===== src/rtl/bmpd_pkg.sv =====
// package for the bmp24 stream decoder: transaction types and header constants
// no dependencies
`timescale 1ns / 1ps

package bmpd_pkg;

  // input transaction: one raw file byte with its start-of-image flag
  typedef struct packed {
    logic [7:0] data_byte;
    logic       start_of_image;
  } in_item_t;

  // output transaction: one decoded pixel with its screen coordinate
  typedef struct packed {
    logic signed [15:0] pixel_x;
    logic signed [15:0] pixel_y;
    logic [7:0]         red;
    logic [7:0]         green;
    logic [7:0]         blue;
  } out_item_t;

  // configuration register indexes
  localparam logic [0:0] CFG_ORIGIN_X = 1'b0;
  localparam logic [0:0] CFG_ORIGIN_Y = 1'b1;

  // signature bytes
  localparam logic [7:0] SIG_B = 8'h42;
  localparam logic [7:0] SIG_M = 8'h4D;

  // file positions of the last byte of each header field
  localparam logic [31:0] POS_SIG0       = 32'd0;
  localparam logic [31:0] POS_SIG1       = 32'd1;
  localparam logic [31:0] POS_OFFSET_END = 32'd13;
  localparam logic [31:0] POS_WIDTH_END  = 32'd21;
  localparam logic [31:0] POS_HEIGHT_END = 32'd25;
  localparam logic [31:0] POS_BPP_END    = 32'd29;
  localparam logic [31:0] POS_COMP_END   = 32'd33;
  localparam logic [31:0] HEADER_LEN     = 32'd34;

  localparam logic [15:0] BPP_24 = 16'd24;

  // byte phase within a B,G,R triple
  localparam logic [1:0] PHASE_BLUE  = 2'd0;
  localparam logic [1:0] PHASE_GREEN = 2'd1;

endpackage


===== src/rtl/bmp24_stream_decoder.sv =====
// a byte accepted into the input register is parsed once the output buffer has
// room; a completed pixel is registered into the output buffer by that parse step
// throughput: one byte per cycle while the output buffer has room, set by the single parse step on the input register
// reset (rst_ni low, asynchronous): buffers empty, origins zero, parser rejecting
// every byte until one arrives flagged as start of image
`timescale 1ns / 1ps

// top level of the bmp24 stream decoder: input register, parser, output buffer
// depends on bmpd_pkg, bmpd_parser and bmpd_out_buf
module bmp24_stream_decoder #(
  parameter int unsigned MAX_SIDE = 4096
) (
  input  logic                clk_i,
  input  logic                rst_ni,
  // byte stream in
  input  logic                in_valid_i,
  output logic                in_ready_o,
  input  bmpd_pkg::in_item_t  in_item_i,
  // pixel stream out
  output logic                out_valid_o,
  input  logic                out_ready_i,
  output bmpd_pkg::out_item_t out_item_o,
  // configuration writes
  input  logic                cfg_we_i,
  input  logic [0:0]          cfg_index_i,
  input  logic [15:0]         cfg_wdata_i
);

  // input register holding one byte transaction
  logic               stage_valid_q, stage_valid_d;
  bmpd_pkg::in_item_t stage_item_q;

  // origin registers
  logic [15:0] origin_x_q, origin_x_d;
  logic [15:0] origin_y_q, origin_y_d;

  logic                buf_room;
  logic                advance;
  logic                in_accept;
  logic                res_valid;
  bmpd_pkg::out_item_t res_item;

  // the staged byte is parsed whenever the buffer can take a possible pixel
  assign advance    = stage_valid_q && buf_room;
  // a byte may enter while an earlier one is parsed in the same cycle
  assign in_ready_o = !stage_valid_q || buf_room;
  assign in_accept  = in_valid_i && in_ready_o;

  always_comb begin
    stage_valid_d = stage_valid_q;
    if (in_accept) begin
      stage_valid_d = 1'b1;
    end else if (advance) begin
      stage_valid_d = 1'b0;
    end
  end

  always_ff @(posedge clk_i or negedge rst_ni) begin
    if (!rst_ni) begin
      stage_valid_q <= 1'b0;
    end else begin
      stage_valid_q <= stage_valid_d;
    end
  end

  // payload register, loaded only on an accepted transaction
  always_ff @(posedge clk_i) begin
    if (in_accept) begin
      stage_item_q <= in_item_i;
    end
  end

  // configuration decode; writes must arrive only while the block is idle, which the block itself does not enforce
  always_comb begin
    origin_x_d = origin_x_q;
    origin_y_d = origin_y_q;
    if (cfg_we_i) begin
      case (cfg_index_i)
        bmpd_pkg::CFG_ORIGIN_X: origin_x_d = cfg_wdata_i;
        bmpd_pkg::CFG_ORIGIN_Y: origin_y_d = cfg_wdata_i;
        default: begin
          origin_x_d = origin_x_q;
        end
      endcase
    end
  end

  always_ff @(posedge clk_i or negedge rst_ni) begin
    if (!rst_ni) begin
      origin_x_q <= '0;
      origin_y_q <= '0;
    end else begin
      origin_x_q <= origin_x_d;
      origin_y_q <= origin_y_d;
    end
  end

  // header parse, row/column tracking and pixel assembly
  bmpd_parser #(
    .MAX_SIDE (MAX_SIDE)
  ) u_parser (
    .clk_i       (clk_i),
    .rst_ni      (rst_ni),
    .step_i      (advance),
    .item_i      (stage_item_q),
    .origin_x_i  (origin_x_q),
    .origin_y_i  (origin_y_q),
    .res_valid_o (res_valid),
    .res_item_o  (res_item)
  );

  // result register with skid entry so parsing continues while output stalls, until the skid entry fills
  bmpd_out_buf u_out_buf (
    .clk_i       (clk_i),
    .rst_ni      (rst_ni),
    .push_i      (res_valid),
    .push_item_i (res_item),
    .room_o      (buf_room),
    .out_valid_o (out_valid_o),
    .out_item_o  (out_item_o),
    .out_ready_i (out_ready_i)
  );

endmodule


===== src/rtl/bmpd_parser.sv =====
// header parser and pixel assembler of the bmp24 stream decoder
// depends on bmpd_pkg
`timescale 1ns / 1ps

module bmpd_parser #(
  parameter int unsigned MAX_SIDE = 4096
) (
  input  logic                clk_i,
  input  logic                rst_ni,
  input  logic                step_i,
  input  bmpd_pkg::in_item_t  item_i,
  input  logic [15:0]         origin_x_i,
  input  logic [15:0]         origin_y_i,
  output logic                res_valid_o,
  output bmpd_pkg::out_item_t res_item_o
);

  localparam logic [31:0] MaxSide = 32'(MAX_SIDE);

  logic [31:0] pos_q, pos_d, pos_b;
  logic [31:0] offset_q, offset_d, offset_b;
  logic [12:0] width_q, width_d, width_b;
  logic [12:0] height_q, height_d, height_b;
  logic        rows_down_q, rows_down_d, rows_down_b;
  logic [31:0] hword_q, hword_d, hword_b;
  logic        rejected_q, rejected_d, rejected_b;
  logic [12:0] row_q, row_d, row_b;
  logic [12:0] col_q, col_d, col_b;
  logic [1:0]  phase_q, phase_d, phase_b;
  logic [1:0]  pad_q, pad_d, pad_b;
  logic [7:0]  blue_q, blue_d, blue_b;
  logic [7:0]  green_q, green_d, green_b;

  logic [31:0] hw_next;
  logic [31:0] height_mag;
  logic [12:0] row_inc;
  logic [12:0] col_inc;
  logic [12:0] screen_row;
  logic        sof;

  assign sof = item_i.start_of_image;

  // a start flag restarts from the all-zero state
  assign pos_b       = sof ? '0 : pos_q;
  assign offset_b    = sof ? '0 : offset_q;
  assign width_b     = sof ? '0 : width_q;
  assign height_b    = sof ? '0 : height_q;
  assign rows_down_b = sof ? 1'b0 : rows_down_q;
  assign hword_b     = sof ? '0 : hword_q;
  assign rejected_b  = sof ? 1'b0 : rejected_q;
  assign row_b       = sof ? '0 : row_q;
  assign col_b       = sof ? '0 : col_q;
  assign phase_b     = sof ? '0 : phase_q;
  assign pad_b       = sof ? '0 : pad_q;
  assign blue_b      = sof ? '0 : blue_q;
  assign green_b     = sof ? '0 : green_q;

  assign hw_next    = {item_i.data_byte, hword_b[31:8]};
  assign height_mag = hw_next[31] ? (32'd0 - hw_next) : hw_next;
  assign row_inc    = row_b + 13'd1;
  assign col_inc    = col_b + 13'd1;
  assign screen_row = rows_down_b ? row_b : (height_b - 13'd1 - row_b);

  always_comb begin
    pos_d       = pos_q;
    offset_d    = offset_q;
    width_d     = width_q;
    height_d    = height_q;
    rows_down_d = rows_down_q;
    hword_d     = hword_q;
    rejected_d  = rejected_q;
    row_d       = row_q;
    col_d       = col_q;
    phase_d     = phase_q;
    pad_d       = pad_q;
    blue_d      = blue_q;
    green_d     = green_q;
    res_valid_o = 1'b0;
    res_item_o.pixel_x = origin_x_i + {3'b000, col_b};
    res_item_o.pixel_y = origin_y_i + {3'b000, screen_row};
    res_item_o.red     = item_i.data_byte;
    res_item_o.green   = green_b;
    res_item_o.blue    = blue_b;

    if (step_i) begin
      pos_d       = pos_b;
      offset_d    = offset_b;
      width_d     = width_b;
      height_d    = height_b;
      rows_down_d = rows_down_b;
      hword_d     = hword_b;
      rejected_d  = rejected_b;
      row_d       = row_b;
      col_d       = col_b;
      phase_d     = phase_b;
      pad_d       = pad_b;
      blue_d      = blue_b;
      green_d     = green_b;

      if (!rejected_b) begin
        // saturating file position
        if (pos_b != '1) begin
          pos_d = pos_b + 32'd1;
        end

        if (pos_b < bmpd_pkg::HEADER_LEN) begin
          hword_d = hw_next;
          if (pos_b == bmpd_pkg::POS_SIG0) begin
            if (item_i.data_byte != bmpd_pkg::SIG_B) begin
              rejected_d = 1'b1;
            end
          end else if (pos_b == bmpd_pkg::POS_SIG1) begin
            if (item_i.data_byte != bmpd_pkg::SIG_M) begin
              rejected_d = 1'b1;
            end
          end else if (pos_b == bmpd_pkg::POS_OFFSET_END) begin
            offset_d = hw_next;
          end else if (pos_b == bmpd_pkg::POS_WIDTH_END) begin
            // negative width leaves zero, caught at the end of the header
            if (hw_next[31]) begin
              width_d = '0;
            end else if (hw_next > MaxSide) begin
              rejected_d = 1'b1;
            end else begin
              width_d = hw_next[12:0];
            end
          end else if (pos_b == bmpd_pkg::POS_HEIGHT_END) begin
            rows_down_d = hw_next[31];
            if (height_mag > MaxSide) begin
              rejected_d = 1'b1;
            end else begin
              height_d = height_mag[12:0];
            end
          end else if (pos_b == bmpd_pkg::POS_BPP_END) begin
            if (hw_next[31:16] != bmpd_pkg::BPP_24) begin
              rejected_d = 1'b1;
            end
          end else if (pos_b == bmpd_pkg::POS_COMP_END) begin
            if (hw_next != '0 || offset_b < bmpd_pkg::HEADER_LEN) begin
              rejected_d = 1'b1;
            end else if (width_b == '0 || height_b == '0) begin
              rejected_d = 1'b1;
            end
          end
        end else if (pos_b < offset_b) begin
          // gap before the pixel data
        end else if (pad_b != '0) begin
          pad_d = pad_b - 2'd1;
          if (pad_b == 2'd1) begin
            col_d = '0;
            row_d = row_inc;
            if (row_inc >= height_b) begin
              rejected_d = 1'b1;
            end
          end
        end else begin
          case (phase_b)
            bmpd_pkg::PHASE_BLUE: begin
              blue_d  = item_i.data_byte;
              phase_d = bmpd_pkg::PHASE_GREEN;
            end
            bmpd_pkg::PHASE_GREEN: begin
              green_d = item_i.data_byte;
              phase_d = phase_b + 2'd1;
            end
            default: begin
              // red byte completes the pixel
              phase_d     = bmpd_pkg::PHASE_BLUE;
              res_valid_o = 1'b1;
              col_d       = col_inc;
              if (col_inc >= width_b) begin
                pad_d = width_b[1:0];
                if (width_b[1:0] == 2'd0) begin
                  col_d = '0;
                  row_d = row_inc;
                  if (row_inc >= height_b) begin
                    rejected_d = 1'b1;
                  end
                end
              end
            end
          endcase
        end
      end
    end
  end

  always_ff @(posedge clk_i or negedge rst_ni) begin
    if (!rst_ni) begin
      pos_q       <= '0;
      offset_q    <= '0;
      width_q     <= '0;
      height_q    <= '0;
      rows_down_q <= 1'b0;
      hword_q     <= '0;
      rejected_q  <= 1'b1;
      row_q       <= '0;
      col_q       <= '0;
      phase_q     <= '0;
      pad_q       <= '0;
      blue_q      <= '0;
      green_q     <= '0;
    end else begin
      pos_q       <= pos_d;
      offset_q    <= offset_d;
      width_q     <= width_d;
      height_q    <= height_d;
      rows_down_q <= rows_down_d;
      hword_q     <= hword_d;
      rejected_q  <= rejected_d;
      row_q       <= row_d;
      col_q       <= col_d;
      phase_q     <= phase_d;
      pad_q       <= pad_d;
      blue_q      <= blue_d;
      green_q     <= green_d;
    end
  end

endmodule


===== src/rtl/bmpd_out_buf.sv =====
// two-entry output buffer: result register plus skid register
// depends on bmpd_pkg
`timescale 1ns / 1ps

module bmpd_out_buf (
  input  logic                clk_i,
  input  logic                rst_ni,
  input  logic                push_i,
  input  bmpd_pkg::out_item_t push_item_i,
  output logic                room_o,
  output logic                out_valid_o,
  output bmpd_pkg::out_item_t out_item_o,
  input  logic                out_ready_i
);

  logic                out_valid_q, out_valid_d;
  logic                skid_valid_q, skid_valid_d;
  bmpd_pkg::out_item_t out_item_q, out_item_d;
  bmpd_pkg::out_item_t skid_item_q, skid_item_d;
  logic                pop;

  assign pop         = out_valid_q && out_ready_i;
  assign room_o      = !skid_valid_q;
  assign out_valid_o = out_valid_q;
  assign out_item_o  = out_item_q;

  always_comb begin
    out_valid_d  = out_valid_q;
    skid_valid_d = skid_valid_q;
    out_item_d   = out_item_q;
    skid_item_d  = skid_item_q;
    if (pop) begin
      if (skid_valid_q) begin
        out_item_d   = skid_item_q;
        skid_valid_d = push_i;
        skid_item_d  = push_item_i;
      end else begin
        out_valid_d = push_i;
        out_item_d  = push_item_i;
      end
    end else if (push_i) begin
      if (!out_valid_q) begin
        out_valid_d = 1'b1;
        out_item_d  = push_item_i;
      end else begin
        skid_valid_d = 1'b1;
        skid_item_d  = push_item_i;
      end
    end
  end

  always_ff @(posedge clk_i or negedge rst_ni) begin
    if (!rst_ni) begin
      out_valid_q  <= 1'b0;
      skid_valid_q <= 1'b0;
    end else begin
      out_valid_q  <= out_valid_d;
      skid_valid_q <= skid_valid_d;
    end
  end

  always_ff @(posedge clk_i) begin
    out_item_q  <= out_item_d;
    skid_item_q <= skid_item_d;
  end

endmodule


===== config.mk =====
export PLATFORM = sky130hd
export DESIGN_NAME = bmp24_stream_decoder
export DESIGN_NICKNAME = d
export VERILOG_FILES = /design/src/rtl/bmpd_pkg.sv /design/src/rtl/bmp24_stream_decoder.sv /design/src/rtl/bmpd_parser.sv /design/src/rtl/bmpd_out_buf.sv
export SDC_FILE = /design/constraint.sdc
export NUM_CORES = 1
export LEC_CHECK = 0
export BUFFER_PORTS_ARGS = -buffer_cell sky130_fd_sc_hd__buf_4
export CAP_MARGIN = 20
export CORE_ASPECT_RATIO = 2
export CORE_UTILIZATION = 25
export DETAILED_ROUTE_END_ITERATION = 16
export PLACE_DENSITY_LB_ADDON = 0.1
export SYNTH_ARGS = -nofsm -noshare
export SYNTH_HDL_FRONTEND = slang
export SYNTH_SLANG_ARGS = --single-unit

===== constraint.sdc =====
create_clock -name clk_i -period 13.51 [get_ports clk_i]
set_input_delay 0.6755 -clock clk_i [delete_from_list [all_inputs] [get_ports clk_i]]
set_output_delay 0.6755 -clock clk_i [all_outputs]
set_load 0.05 [all_outputs]

# After elaboration in Yosys (flattened, before gate mapping)
# Cells that the tools add are included.
# Widths: inputs -> output; s select.
classes:
  n_eq_ne: 15
  add_sub_neg: 10
  mul: 0
  n_bitwise: 1
  n_reduce_logical: 25
  n_shift: 0
  magnitude_cmp: 7
  n_div: 0
  muxes: 131
op_table:
  columns: ["operator", "n"]
  rows:
  - ["$mux 13", 37]
  - ["$mux 56", 8]
  - ["$mux 32", 13]
  - ["$eq 32x5->1 const B", 3]
  - ["$mux 8", 12]
  - ["$gt 32x13->1 const B", 2]
  - ["$lt 32x6->1 const B", 2]
  - ["$mux 1", 48]
  - ["$add 16x13->16", 2]
  - ["$add 32x1->32 const B", 1]
  - ["$eq 32x1->1 const B", 1]
  - ["$eq 32x4->1 const B", 1]
  - ["$eq 32x6->1 const B", 1]
  - ["$logic_not 32->1", 1]
  - ["$lt 32x32->1", 1]
  - ["$ne 32x32->1 const B", 1]
  - ["$reduce_bool 32->1", 1]
  - ["$sub 1x32->32 const A", 1]
  - ["$add 13x1->13 const B", 2]
  - ["$ge 13x13->1", 2]
  - ["$logic_not 13->1", 2]
  - ["$mux 2", 12]
  - ["$ne 16x5->1 const B", 1]
  - ["$ne 8x7->1 const B", 2]
  - ["17 further kinds", 32]
word_totals:
  ramBits: 0
  word_cells: 219
  output_inout_bits: 58
  reg_bits: 326
  n_memories: 0
  romBits: 0
  inputBits: 31
  latch_bits: 0

# Depth between registers and ports, before layout
depth:
  depth_word: 14
  depth_mapped: 28
  depth_no_buf: 21

# Hierarchy
# A second synthesis with hierarchy kept.
unflattened:
  cells_unflattened: 1848
  area_unflattened_um2: 19144.6
by_module_without_submodules:
  columns: ["module", "cells_per_inst", "area_each_um2", "seq_area_each_um2", "instances"]
  rows:
  - ["bmpd_parser", 1579, 13245.2, 4055.1, 1]
  - ["bmpd_out_buf", 186, 4322.9, 3413.3, 1]
  - ["bmp24_stream_decoder", 83, 1576.5, 1096.1, 1]

# Worst setup path before layout
# Ideal clock, no wire load.
synth_path:
  path_kind: "flip-flop to flip-flop"
  from: "reg stage_item_q[0] (netlist bit)"
  to: "reg u_out_buf.skid_item_q[0] (netlist bit), enable pin"
  path_buffers: 9
  path_stages_with_launch: 20
  setup_ns: 0.547
  period_less_slack_ns: 8.782
  arrival_ns: 8.235
  t_required_ns: 12.963
  setup_slack_ns: 4.728
  path_cell_list: "edfxtp_1 -> clkbuf_1 -> buf_2 -> buf_2 -> buf_2 -> buf_4 -> clkbuf_1 -> clkbuf_1 -> buf_4 -> clkbuf_1 -> nor2b_1 -> ha_1 -> nand4_1 -> or4_1 -> a31oi_1 -> o21a_1 -> o31ai_2 -> nor2_1 -> nand2_1 -> o21ai_0"
synth_between:
  elab_chain_len: 11
  word_cells_on_any_way: 19
  cone_classes: "2 x order compare; 1 x eq/ne; 11 x mux; 5 x reduce/logical"
synth_lines:
  columns: ["item", "line", "rtl"]
  rows:
  - ["from (decl)", "bmp24_stream_decoder.sv:31", "bmpd_pkg::in_item_t stage_item_q;"]
  - ["from (signal assigned)", "bmp24_stream_decoder.sv:69", "stage_item_q <= in_item_i;"]
  - ["parallel branches: the longest is 7 deep, another holds $lt 32x32->1", null, null]
  - ["$mux 1 *", "bmpd_parser.sv:100", "if (!rejected_b) begin"]
  - ["$mux 1 *", "bmpd_parser.sv:85", "if (step_i) begin"]
  - ["$reduce_bool 2->1 (no line) *", null, null]
  - ["$reduce_and 3->1 (no line) *", null, null]
  - ["to (signal assigned)", "bmpd_out_buf.sv:64", "skid_item_q <= skid_item_d;"]
  - ["to (decl)", "bmpd_out_buf.sv:19", "bmpd_pkg::out_item_t skid_item_q, skid_item_d;"]
# Mark *: on every way between the ends.
# A chain may end at the register's enable or synchronous reset.

==> metrics <==
achievable frequency 163.2 MHz; Worst Path Arrival 6.43 ns; clock period minus final worst setup slack 6.129 ns; Post-Synthesis Cell Area 19030 sq um; CTS H-tree lvls 2; Synth area leader dfrtp_1; final critical-path share of the clock period 0.4537; chain of cells forming the critical path inv_2 -> buf_4 -> buf_4 -> nand2_1 -> ha_1 -> fa_1 -> a21o_1 -> a21oi_1 -> o21bai_1 -> a31oi_1 -> o21ai_0 -> o41ai_1 -> o21bai_1 -> a22o_1 -> a221o_1 -> ha_1 -> nand2_1 -> o21ai_0 -> nand3_1 -> xnor2_1 -> mux2_2; buffers added on ports 88; Num CTS Buffers 34; Pleak 9.094 nW; number of enable-type register cells in the synthesized netlist 121; Crit-path slowest cell o41ai_1; DR WL met3 1732 um; die area 77280 sq um; overall die height 392.2 um; number of sinks driven by the clock tree 318; routed metal-1 wire length 22950 um; first-pass GRT wire length 101700 um; fraction of post-synthesis cell area in the top cell type by area 0.2578; commonest non-fill, non-tap cells in the layout nand2_1 (366), dfrtp_1 (196), edfxtp_1 (121); startpoint class of the critical path flop; number of inserted diodes 0; Die X 197.1 um; 1st-iter DRT viols 874; Power Density 125.1 nW/um^2; TritonCTS clock tree built; worst slew margin relative to its limit 0.1971; number of violations of the max-capacitance limit 0; sequential area share after synthesis 0.4501; transition time at the pin with the least slew margin 1.189 ns; final RePlAce weighted congestion 0.8604; fraction of final layout cells sized beyond drive strength 1 0.1295; layout overhead on the synthesized area 14.97%; synthesis-stage register bit count 318; count of yosys warnings during synthesis 0; Peak VDD IR 0.07090 mV; Total Neg Setup Slack 0 ns; DR DRC count 0; final count of negative-setup-slack endpoints 0; count of endpoints failing hold in the final timing report 0; synth unique cells 85; setup repair after global routing missed its margin false; most common cell after layout, fill and taps aside nand2_1; dominant cells by area after synthesis dfrtp_1 (26%), edfxtp_1 (19%), nand2_1 (7.2%); maximum number of pins on one net before global-route repair 136; buffer type at the clock tree root clkbuf_16; Initial Utilization 0.2532; final max-slew violation count 0; required time at the worst-slack endpoint 13.81 ns; critical path capture point type flop; Post-Route Utilization 0.2911; number of global-route vias before repair 15880; uppermost routed layer met4; total number of nets in the final design 2178; clock transition at the register clock pins on the worst setup and hold paths after CTS 0.07 ns; Most used DFF post-synth dfrtp_1; cts repair resizes 0; wire length on met2 39280 um; share of flip-flops with an asynchronous set or reset after synthesis 0.6195; buffers from clock root to sink, at most 3; hold_buf cts 0; Synth Net Count 2131; count of nets left with antenna violations after detail routing 0; gr ovfl total 0; row count 142; type of the worst setup path flop to flop; antenna violations before repair 0; floorplan core area 75150 sq um; first-pass iteration count of the detailed router 4; total half-perimeter wirelength after legalization and detailed placement 51370 um; delay of the slowest cell on the worst path 0.61 ns; Syn Inst Count 1996; Syn Area/Cell 9.533 sq um; overall routing resource usage 0.1769; Top-Level Pins 89; Max FO, Critical Path 56; result of the run finished, final reports clean; detailed-route via count 15270; drt total wl 68150 um; worst clock skew 0.03886 ns; DR vias/cell 4.963; kind of path behind the tightest hold check input pin to asynchronous set/reset pin; Post-CTS Setup Inserts 0; average detailed-routed wire length per instance 22.15 um; clock latency of the later-clocked register in the worst-skew pair 0.57 ns
[state kept, by name (all words and copies together) (netlist names), 13 cells and up]
register,count
u_parser.offset_q,32
u_parser.hword_q,24
u_parser.width_q,13
u_out_buf.skid_item_q,56
u_parser.height_q,13
u_parser.pos_q,32
origin_x_q,16
u_out_buf.out_item_o,56
u_parser.row_q,13
u_parser.col_q,13
origin_y_q,16
[synth_stat cells (36+ instances only)]
cell and number:
nor2b_1 78, clkbuf_1 77, inv_1 61, edfxtp_1 121, dfrtp_1 196, xor2_1 38, nor2_1 116, nand2_1 367
a22o_1 36, nand3_1 56, a21oi_1 78, mux2_2 56, xnor2_1 54, ha_1 101, o21ai_0 88, nor3_1 36
[final timing paths]
kind	cells after the start	slack [ns]	startpoint	end
setup / recovery	21	7.38	stage_item_q[0]	u_out_buf.out_item_o[39]
hold / removal	1	0.17	rst_ni	u_parser.row_q[0]
setup reg to reg	21	7.38	stage_item_q[0]	u_out_buf.out_item_o[39]
hold reg to reg	2	0.49	u_parser.height_q[0]	u_parser.height_q[0]
max in group asynchronous	3	11.14	rst_ni	u_parser.offset_q[29]
min in group clk_i	1	0.29	in_item_i[2]	stage_item_q[2]
[cells by family (layout without fill, tap and decap cells)]
group                      Yosys count  after routing  share of synthesized area
AOI/OAI and AO/OA                  403            403                     0.1440
buffers and inverters              167            240                    0.03729
muxes                               80             80                    0.04577
adders and majority gates          104            104                    0.06957
and+or+nand+nor                    832            832                     0.2109
xor gates and xnor gates            92             92                    0.04235
DFF                                318            318                     0.4501
[per-stage QoR]
stage / setup slack [ns] / cell area (sq um) / power (W) / cells / hold slack, ns
floorplan: 4.728 / 19030 / 0.001528 / 1996 / 0.3799
global placement: 7.507 / 20740 / 0.001765 / 3014 / 0.4676
detailed placement: 7.398 / 20740 / 0.001768 / 3015 / 0.4720
CTS: 7.394 / 21870 / 0.002778 / 3077 / 0.2333
global route: 6.952 / 21870 / 0.002854 / 3077 / 0.2235
finish: 7.381 / 21870 / 0.002737 / 3077 / 0.1674
[metal layers]
layer / vias to the layer above / global-route usage
met4: 0 / 0.1043
met1: 7467 / 0.1645
met5: - / 0
met3: 146 / 0.01521
li1: 7283 / -
met2: 374 / 0.3632
[layout make-up]
class	instances	area, sq um
sequential	318	8564
clock buffer	44	959.7
tap	1008	1261
inverter	61	229.0
clock inverter	18	171.4
timing repair buffer	117	895.9
fill	7865	53280
multi-input combinational	1511	9793
[critical path: cells and delay by family, from the launching register on]
family / cells / cell delay, ns
buffers and inverters: 3 / 1.14
AND/OR/NAND/NOR: 3 / 0.35
multiplexers: 1 / 0.27
AO/OA/AOI/OAI: 10 / 2.44
flip-flops: 1 / 0.44
adder cells (fa/ha/maj): 3 / 0.99
XOR/XNOR: 1 / 0.16
[power by group]
part	leakage (nW)	total [W]	internal [W]	switching [W]
Clock	0.553	0.000991	0.000548	0.000443
Sequential	3.72	0.00121	0.00108	0.000129
Combinational	4.82	0.000541	0.000200	0.000341
Total	9.09	0.00274	0.00182	0.000913
Power figures use the tool's default switching activity.
